`src/hdl/pap_pkg.sv`:
```
// Shared types and codes for the preferential attachment picker.
`timescale 1ns / 1ps

package pap_pkg;

    // Node index width (6-bit node count register)
    localparam int IDX_W = 6;
    // Degree and total width
    localparam int DEG_W = 16;
    // Cumulative degree over up to 63 nodes
    localparam int CUM_W = DEG_W + IDX_W;
    // Draw width (Q0.16)
    localparam int DRAW_W = 16;

    // Configuration register indexes
    localparam logic REG_NODE_COUNT = 1'b0;
    localparam logic REG_SEED_COUNT = 1'b1;

    // Input command codes
    localparam logic CMD_START = 1'b0;
    localparam logic CMD_DRAW  = 1'b1;

    // Result status codes
    typedef enum logic [2:0] {
        STAT_STARTED  = 3'd0,
        STAT_FIRST    = 3'd1,
        STAT_REJECTED = 3'd2,
        STAT_ATTACHED = 3'd3,
        STAT_IGNORED  = 3'd4
    } status_t;

    // Sequencer states
    typedef enum logic [7:0] {
        ST_IDLE   = 8'b0000_0001,
        ST_SEED   = 8'b0000_0010,
        ST_MUL    = 8'b0000_0100,
        ST_SCAN   = 8'b0000_1000,
        ST_UPD_RA = 8'b0001_0000,
        ST_UPD_WA = 8'b0010_0000,
        ST_UPD_WB = 8'b0100_0000,
        ST_DONE   = 8'b1000_0000
    } state_t;

endpackage

```
`src/hdl/preferential_attachment_picker_core.sv`:
```
// Degree-weighted roulette picker that grows a scale-free graph, linking each new node to a pair of distinct nodes.
// Draw beat: the scan reads one degree entry per cycle and checks each entry as its
// registered read returns; an attach then read-modify-writes the picked degrees.
// Start beat: one seed entry written per cycle. Ignored draws go straight to the result.
// One beat is in flight at a time; the next is accepted once its result is loaded.
// Reset (synchronous, active low) clears control state only.
`timescale 1ns / 1ps

module preferential_attachment_picker_core #(
    parameter int MAX_NODES = 32
) (
    input  logic                       aclk,
    input  logic                       aresetn,
    // configuration write port
    input  logic                       cfg_we,
    input  logic                       cfg_index,
    input  logic [pap_pkg::IDX_W-1:0]  cfg_wdata,
    // input channel
    input  logic                       s_tvalid,
    output logic                       s_tready,
    input  logic [15:0]                s_tdata,   // [15:0] draw
    input  logic                       s_tuser,   // [0] command
    // result channel
    output logic                       m_tvalid,
    input  logic                       m_tready,
    output logic [15:0]                m_tdata,   // [4:0] new_node, [9:5] neighbour_a,
                                                  // [14:10] neighbour_b, [15] finished
    output logic [2:0]                 m_tuser    // [2:0] status
);

    import pap_pkg::*;

    localparam int AW = $clog2(MAX_NODES);

    // Degree memory
    logic [DEG_W-1:0] deg_mem [MAX_NODES];
    logic             mem_we;
    logic [AW-1:0]    mem_waddr;
    logic [DEG_W-1:0] mem_wdata;
    logic             mem_re;
    logic [AW-1:0]    mem_raddr;
    logic [DEG_W-1:0] rd_data_reg;

    always_ff @(posedge aclk) begin
        if (mem_we) begin
            deg_mem[mem_waddr] <= mem_wdata;
        end
        if (mem_re) begin
            rd_data_reg <= deg_mem[mem_raddr];
        end
    end

    // Registers
    state_t              state_reg, state_next;
    logic [IDX_W-1:0]    node_cnt_reg, seed_cnt_reg;
    logic [DRAW_W-1:0]   draw_reg, draw_next;
    logic [31:0]         target_reg, target_next;
    logic [DEG_W-1:0]    total_reg, total_next;
    logic [IDX_W-1:0]    cur_reg, cur_next;
    logic                await_reg, await_next;
    logic [IDX_W-1:0]    first_reg, first_next;
    logic                run_reg, run_next;
    logic [IDX_W-1:0]    issue_idx_reg, issue_idx_next;
    logic                chk_vld_reg, chk_vld_next;
    logic [IDX_W-1:0]    chk_idx_reg, chk_idx_next;
    logic [CUM_W-1:0]    cum_reg, cum_next;
    logic [IDX_W-1:0]    pick_reg, pick_next;
    logic [IDX_W-1:0]    seed_idx_reg, seed_idx_next;
    status_t             res_stat_reg, res_stat_next;
    logic [IDX_W-1:0]    res_nn_reg, res_nn_next;
    logic [IDX_W-1:0]    res_na_reg, res_na_next;
    logic [IDX_W-1:0]    res_nb_reg, res_nb_next;
    logic                m_valid_reg, m_valid_next;
    logic [15:0]         m_data_reg, m_data_next;
    logic [2:0]          m_user_reg, m_user_next;

    // Effective register values and scan limit
    logic [IDX_W-1:0] eff_seed, eff_nodes, limit;
    logic             finished;
    logic [CUM_W-1:0] cum_sum;
    logic             hit;
    logic [IDX_W-1:0] p_found;
    logic             scan_end;

    always_comb begin
        eff_seed = seed_cnt_reg;
        if (eff_seed < IDX_W'(2)) begin
            eff_seed = IDX_W'(2);
        end
        if (32'(eff_seed) > MAX_NODES) begin
            eff_seed = IDX_W'(MAX_NODES);
        end
        eff_nodes = node_cnt_reg;
        if (32'(eff_nodes) > MAX_NODES) begin
            eff_nodes = IDX_W'(MAX_NODES);
        end
        limit = cur_reg;
        if (32'(limit) > MAX_NODES) begin
            limit = IDX_W'(MAX_NODES);
        end
    end

    assign finished = run_reg && (cur_reg >= eff_nodes);

    // Scan compare: 65536 * cumulative >= draw * total
    assign cum_sum = cum_reg + CUM_W'(rd_data_reg);
    assign hit     = chk_vld_reg && ({cum_sum, 16'b0} >= {{(CUM_W - 16){1'b0}}, target_reg});
    assign scan_end = !chk_vld_reg && (issue_idx_reg >= limit);

    always_comb begin
        if (hit) begin
            p_found = chk_idx_reg;
        end else if (limit == '0) begin
            p_found = '0;
        end else begin
            p_found = limit - IDX_W'(1);
        end
    end

    assign s_tready = (state_reg == ST_IDLE);

    // Sequencer
    always_comb begin
        state_next     = state_reg;
        draw_next      = draw_reg;
        target_next    = target_reg;
        total_next     = total_reg;
        cur_next       = cur_reg;
        await_next     = await_reg;
        first_next     = first_reg;
        run_next       = run_reg;
        issue_idx_next = issue_idx_reg;
        chk_vld_next   = chk_vld_reg;
        chk_idx_next   = chk_idx_reg;
        cum_next       = cum_reg;
        pick_next      = pick_reg;
        seed_idx_next  = seed_idx_reg;
        res_stat_next  = res_stat_reg;
        res_nn_next    = res_nn_reg;
        res_na_next    = res_na_reg;
        res_nb_next    = res_nb_reg;
        m_valid_next   = m_valid_reg;
        m_data_next    = m_data_reg;
        m_user_next    = m_user_reg;
        mem_we         = 1'b0;
        mem_waddr      = '0;
        mem_wdata      = '0;
        mem_re         = 1'b0;
        mem_raddr      = '0;

        // result register drains
        if (m_valid_reg && m_tready) begin
            m_valid_next = 1'b0;
        end

        case (state_reg)
            ST_IDLE: begin
                if (s_tvalid) begin
                    res_na_next = '0;
                    res_nb_next = '0;
                    if (s_tuser == CMD_START) begin
                        total_next    = DEG_W'(eff_seed) * (DEG_W'(eff_seed) - DEG_W'(1));
                        cur_next      = eff_seed;
                        await_next    = 1'b0;
                        first_next    = '0;
                        run_next      = 1'b1;
                        seed_idx_next = '0;
                        res_stat_next = STAT_STARTED;
                        res_nn_next   = (eff_seed >= eff_nodes) ? '0 : eff_seed;
                        state_next    = ST_SEED;
                    end else if (!run_reg || finished) begin
                        res_stat_next = STAT_IGNORED;
                        res_nn_next   = '0;
                        state_next    = ST_DONE;
                    end else begin
                        draw_next  = s_tdata;
                        state_next = ST_MUL;
                    end
                end
            end
            ST_SEED: begin
                // cur_reg holds the effective seed count here
                mem_we        = 1'b1;
                mem_waddr     = AW'(seed_idx_reg);
                mem_wdata     = DEG_W'(cur_reg - IDX_W'(1));
                seed_idx_next = seed_idx_reg + IDX_W'(1);
                if (seed_idx_reg == cur_reg - IDX_W'(1)) begin
                    state_next = ST_DONE;
                end
            end
            ST_MUL: begin
                target_next    = 32'(draw_reg) * 32'(total_reg);
                issue_idx_next = '0;
                chk_vld_next   = 1'b0;
                cum_next       = '0;
                state_next     = ST_SCAN;
            end
            ST_SCAN: begin
                // issue one read per cycle, check the entry read last cycle
                if (issue_idx_reg < limit) begin
                    mem_re         = 1'b1;
                    mem_raddr      = AW'(issue_idx_reg);
                    chk_vld_next   = 1'b1;
                    chk_idx_next   = issue_idx_reg;
                    issue_idx_next = issue_idx_reg + IDX_W'(1);
                end else begin
                    chk_vld_next = 1'b0;
                end
                if (chk_vld_reg) begin
                    cum_next = cum_sum;
                end
                if (hit || scan_end) begin
                    res_nn_next = cur_reg;
                    if (!await_reg) begin
                        first_next    = p_found;
                        await_next    = 1'b1;
                        res_stat_next = STAT_FIRST;
                        res_na_next   = p_found;
                        res_nb_next   = '0;
                        state_next    = ST_DONE;
                    end else if (p_found == first_reg) begin
                        res_stat_next = STAT_REJECTED;
                        res_na_next   = first_reg;
                        res_nb_next   = p_found;
                        state_next    = ST_DONE;
                    end else begin
                        pick_next     = p_found;
                        res_stat_next = STAT_ATTACHED;
                        res_na_next   = first_reg;
                        res_nb_next   = p_found;
                        state_next    = ST_UPD_RA;
                    end
                end
            end
            ST_UPD_RA: begin
                // read first choice; the new node's entry never collides with it
                mem_re    = 1'b1;
                mem_raddr = AW'(first_reg);
                if (32'(cur_reg) < MAX_NODES) begin
                    mem_we    = 1'b1;
                    mem_waddr = AW'(cur_reg);
                    mem_wdata = DEG_W'(2);
                end
                state_next = ST_UPD_WA;
            end
            ST_UPD_WA: begin
                mem_we     = 1'b1;
                mem_waddr  = AW'(first_reg);
                mem_wdata  = rd_data_reg + DEG_W'(1);
                mem_re     = 1'b1;
                mem_raddr  = AW'(pick_reg);
                state_next = ST_UPD_WB;
            end
            ST_UPD_WB: begin
                mem_we     = 1'b1;
                mem_waddr  = AW'(pick_reg);
                mem_wdata  = rd_data_reg + DEG_W'(1);
                total_next = total_reg + DEG_W'(4);
                cur_next   = cur_reg + IDX_W'(1);
                await_next = 1'b0;
                state_next = ST_DONE;
            end
            ST_DONE: begin
                // load the result beat once the output slot is free
                if (!m_valid_reg || m_tready) begin
                    m_valid_next = 1'b1;
                    m_user_next  = res_stat_reg;
                    m_data_next  = {finished, res_nb_reg[4:0], res_na_reg[4:0],
                                    res_nn_reg[4:0]};
                    state_next   = ST_IDLE;
                end
            end
            default: begin
                state_next = ST_IDLE;
            end
        endcase
    end

    // Control registers
    always_ff @(posedge aclk) begin
        if (!aresetn) begin
            state_reg    <= ST_IDLE;
            node_cnt_reg <= IDX_W'(30);
            seed_cnt_reg <= IDX_W'(5);
            total_reg    <= '0;
            cur_reg      <= '0;
            await_reg    <= 1'b0;
            first_reg    <= '0;
            run_reg      <= 1'b0;
            chk_vld_reg  <= 1'b0;
            m_valid_reg  <= 1'b0;
        end else begin
            state_reg   <= state_next;
            total_reg   <= total_next;
            cur_reg     <= cur_next;
            await_reg   <= await_next;
            first_reg   <= first_next;
            run_reg     <= run_next;
            chk_vld_reg <= chk_vld_next;
            m_valid_reg <= m_valid_next;
            if (cfg_we) begin
                case (cfg_index)
                    REG_NODE_COUNT: node_cnt_reg <= cfg_wdata;
                    REG_SEED_COUNT: seed_cnt_reg <= cfg_wdata;
                    default: ;
                endcase
            end
        end
    end

    // Payload registers
    always_ff @(posedge aclk) begin
        draw_reg      <= draw_next;
        target_reg    <= target_next;
        issue_idx_reg <= issue_idx_next;
        chk_idx_reg   <= chk_idx_next;
        cum_reg       <= cum_next;
        pick_reg      <= pick_next;
        seed_idx_reg  <= seed_idx_next;
        res_stat_reg  <= res_stat_next;
        res_nn_reg    <= res_nn_next;
        res_na_reg    <= res_na_next;
        res_nb_reg    <= res_nb_next;
        m_data_reg    <= m_data_next;
        m_user_reg    <= m_user_next;
    end

    assign m_tvalid = m_valid_reg;
    assign m_tdata  = m_data_reg;
    assign m_tuser  = m_user_reg;

endmodule

```
`config.mk`:
```
export PLATFORM = sky130hd
export DESIGN_NAME = preferential_attachment_picker_core
export DESIGN_NICKNAME = d
export VERILOG_FILES = /design/src/hdl/pap_pkg.sv /design/src/hdl/preferential_attachment_picker_core.sv
export SDC_FILE = /design/constraint.sdc
export NUM_CORES = 2
export LEC_CHECK = 0
export ABC_AREA = 0
export BUFFER_PORTS_ARGS = -buffer_cell sky130_fd_sc_hd__buf_2
export CAP_MARGIN = 20
export CORE_MARGIN = 2
export CORE_UTILIZATION = 60
export CTS_BUF_LIST = sky130_fd_sc_hd__clkbuf_4
export DETAILED_ROUTE_END_ITERATION = 8
export GPL_TIMING_DRIVEN = 0
export PLACE_DENSITY = 0.8
export REMOVE_ABC_BUFFERS = 1
export SLEW_MARGIN = 40
export SYNTH_ARGS = -nofsm -noshare
export SYNTH_HDL_FRONTEND = slang
export SYNTH_SLANG_ARGS = --single-unit
export TNS_END_PERCENT = 1
```
`constraint.sdc`:
```
create_clock -name aclk -period 7.23 [get_ports aclk]
set_input_delay 1.0845 -clock aclk [delete_from_list [all_inputs] [get_ports aclk]]
set_output_delay 1.0845 -clock aclk [all_outputs]
set_load 0.005 [all_outputs]
```
==> results_dict.tcl <==
set metrics [dict create \
    peakVddDrop_mv 0.1462 \
    clock_path_buffers 3 \
    crit_fanout 17 \
    cts_buffers 169 \
    netlist_instances 3476 \
    setup_ws_ns 0.4052 \
    skew_ns 0.09131 \
    tns_ns 0 \
    synth_area_leaders "edfxtp_1 (49%), fa_1 (10%), ha_1 (6.6%)" \
    min_path_type "in -> reg" \
    seq_area_frac_synth 0.5167 \
    synth_ff_type "edfxtp_1" \
    first_iter_violations 2938 \
    drive_above_1_share 0.1477 \
    drt_pass1_iterations 9 \
    avgSynthCellArea_um2 11.55 \
    drcViolationCount 0 \
    final_nets 4182 \
    die_area_um2 69020 \
    maxSlewViolCount 0 \
    ant_nets 0 \
    crit_end "target_reg[30]" \
    critical-path-slowest-cell "dfxtp_2" \
    antenna_found_initial 4 \
    drt_wl_total_mm 96.17 \
    finalCriticalPeriod_ns 6.825 \
    fin_cells 4723 \
    clkTransAtPathRegs_ns 0.08 \
    drv_cap 0 \
    core_area_um2 65980 \
    cp.required_ns 7.98 \
    cts_sinks 708 \
    cp_num_cells 23 \
    clk_latency_ns 1.07 \
    path_buf_inv 3 \
    synth-seq-cells 708 \
    critPathArrivalTime_ns 7.57 \
    yosysMostFrequentCell "edfxtp_1" \
    worstReg2RegStart "total_reg[1]" \
    clock.fmax_mhz 146.5 \
    gp_congestion 0.8479 \
    placed_area_um2 42830 \
    cts_tree "built" \
    largest_register_ffs 512 \
    tightest_slew_ns 0.8935 \
    outcome "complete, no violations" \
    wl_per_cell_um 20.36 \
    total_power_mw 8.740 \
    rsz0062_at_grt "no" \
    p_leak_nw 18.13 \
    ys_warn_count 0 \
    dp_hpwl_mm 66.24 \
    die-height_um 262.7 \
    track_usage 0.2797 \
    rr_endpoint "target_reg[30]" \
    dp_slack_ns -0.4104 \
    port_buffers 49 \
    setup.worst_path.end_class "flop" \
    yosysTopAreaCell "edfxtp_1" \
    worstRegToRegCells 23 \
    setup.worst_path.start "total_reg[1]" \
    synth_cell_types 85 \
    async_flop_share 0 \
    slew_headroom 0.4029 \
    grt_max_degree 41 \
    ctsHoldBuffers 0 \
    hold-worst-slack_ns 0.1950 \
    ios 50 \
    drt-vias-per-instance 5.997 \
    rrSetupSlack_ns 0.41 \
    fin_crit_sh 0.9440 \
    cp_slowest_stage_delay_ns 0.60 \
    finalHoldViolations 0 \
    start_util 0.6087 \
    crit_path_start_kind "flop" \
    nFillCells 4363 \
    final_cell_area_um2 45190 \
    path_class "reg -> reg" \
    cpMostUsedCell "fa_1" \
    die_w_um 262.7 \
    htreeDepth 4 \
    cts_root_buf "clkbuf_4" \
    syn_to_final_growth_pct 12.52 \
    dp.cells 4407 \
    setup_viol 0 \
    netlist_area_um2 40160 \
    overflow 0 \
    utilization 0.6849 \
    crit_family "adder cells" \
    power_density_nw_per_um2 193.4 \
    synth_top_area_frac 0.4912 \
    grt_pass1_vias 29360 \
    grt_pass1_wl_mm 152.2 \
    dr_total_vias 28330 \
    synth.top_cells.by_count "edfxtp_1 (657), nand2_1 (499), inv_1 (302)" \
    row_count 94 \
    path_cells "nand2_1 -> fa_1 -> inv_1 -> fa_1 -> inv_1 -> fa_1 -> fa_1 -> inv_1 -> fa_1 -> fa_1 -> ha_1 -> a21o_1 -> a21oi_1 -> nor2b_1 -> o21ai_0 -> a21oi_1 -> o31ai_2 -> a31oi_1 -> and4_1 -> a2111oi_4 -> o21ai_0 -> a21oi_1 -> xnor2_1" \
    synth_edf_count 657 \
]
-- placed cells by master (no fill, tap or decap), drive strengths merged, types with 7 or more instances in the layout --
master / netlist / routed
or2: 8 / 8
edfxtp: 657 / 657
nand2b: 19 / 19
nor3b: 7 / 7
ha: 211 / 211
nor3: 21 / 21
and2: 131 / 131
nand3: 39 / 39
or3: 7 / 7
conb: 2 / 8
o211ai: 7 / 7
o21ai: 75 / 75
o21bai: 10 / 10
nor2: 149 / 149
a21o: 46 / 46
a31oi: 73 / 73
a211oi: 185 / 185
clkinv: 0 / 38
nand2: 499 / 499
dfxtp: 51 / 51
diode: 0 / 7
xor2: 32 / 32
nand4: 15 / 15
a311oi: 67 / 67
nor2b: 142 / 142
and3: 24 / 24
clkbuf: 153 / 239
xnor2: 64 / 64
fa: 205 / 205
a21oi: 141 / 141
buf: 37 / 268
inv: 302 / 307
nand3b: 10 / 10
-- worst reg2reg max path, stage by stage, from the launching register on --
cell	delay, ns
dfxtp_2	0.60
nand2_1	0.15
fa_1	0.50
inv_1	0.06
fa_1	0.49
inv_1	0.06
fa_1	0.47
fa_1	0.50
inv_1	0.06
fa_1	0.51
fa_1	0.49
ha_1	0.39
a21o_1	0.22
a21oi_1	0.14
nor2b_1	0.06
o21ai_0	0.19
a21oi_1	0.14
o31ai_2	0.28
a31oi_1	0.16
and4_1	0.26
a2111oi_4	0.40
o21ai_0	0.15
a21oi_1	0.19
xnor2_1	0.08
-- layer usage --
layer,track usage,vias up,routed length [um]
li1,-,12910,-
met2,0.4774,1434,47830
met5,0,-,66
met1,0.3391,13680,35900
met3,0.05650,295,8372
met4,0.1412,6,4003
-- final cells by class --
cell class	instances	area [um2]	area share
antenna	7	17.52	0.0003876
multi-input combinational	2282	18070	0.3998
timing repair buffer	274	2069	0.04580
sequential	708	20780	0.4598
clock inverter	47	249.0	0.005510
inverter	302	1134	0.02509
tap	864	1081	0.02392
clock buffer	239	1794	0.03970
-- repair_timing --
action	CTS	global route
setup endpoints to repair	3	17
gates resized for setup	9	16
gates cloned	0	0
pin swaps	0	1
buffers inserted	3	20
-- worst min path at each step --
stage	startpoint	endpoint	slack (ns)	depth (start not counted)
6_report	s_tdata[1]	draw_reg[1]	0.20	1
5_1_grt	s_tdata[1]	draw_reg[1]	0.15	1
4_1_cts	s_tdata[1]	draw_reg[1]	0.14	1
3_5_place_dp	res_nb_reg[1]	m_tdata[11]	0.40	0
3_3_place_gp	res_nn_reg[3]	m_tdata[3]	0.41	0
2_1_floorplan	res_nn_reg[0]	m_tdata[0]	0.40	0
-- report_power, final --
part | leakage, nW | internal (mW) | switching [mW] | total [mW]
Combinational | 9.78 | 0.387 | 0.580 | 0.967
Clock | 1.21 | 1.56 | 1.62 | 3.18
Sequential | 7.14 | 4.53 | 0.0697 | 4.59
-- logic make-up (layout without fill, tap and decap cells) --
| kind of cell | Yosys count | count (layout) | synth area share |
|---|---|---|---|
| buffers and inverters | 492 | 862 | 0.04810 |
| other | 2 | 15 | 0.0001870 |
| XOR/XNOR | 96 | 96 | 0.02094 |
| AND/OR/NAND/NOR | 1089 | 1089 | 0.1296 |
| adder cells (fa/ha/maj) | 416 | 416 | 0.1679 |
| flip-flops | 708 | 708 | 0.5167 |
| multiplexers | 6 | 6 | 0.001495 |
| AO/OA/AOI/OAI | 667 | 667 | 0.1151 |
Note: power is estimated with default switching activity, not from simulation.
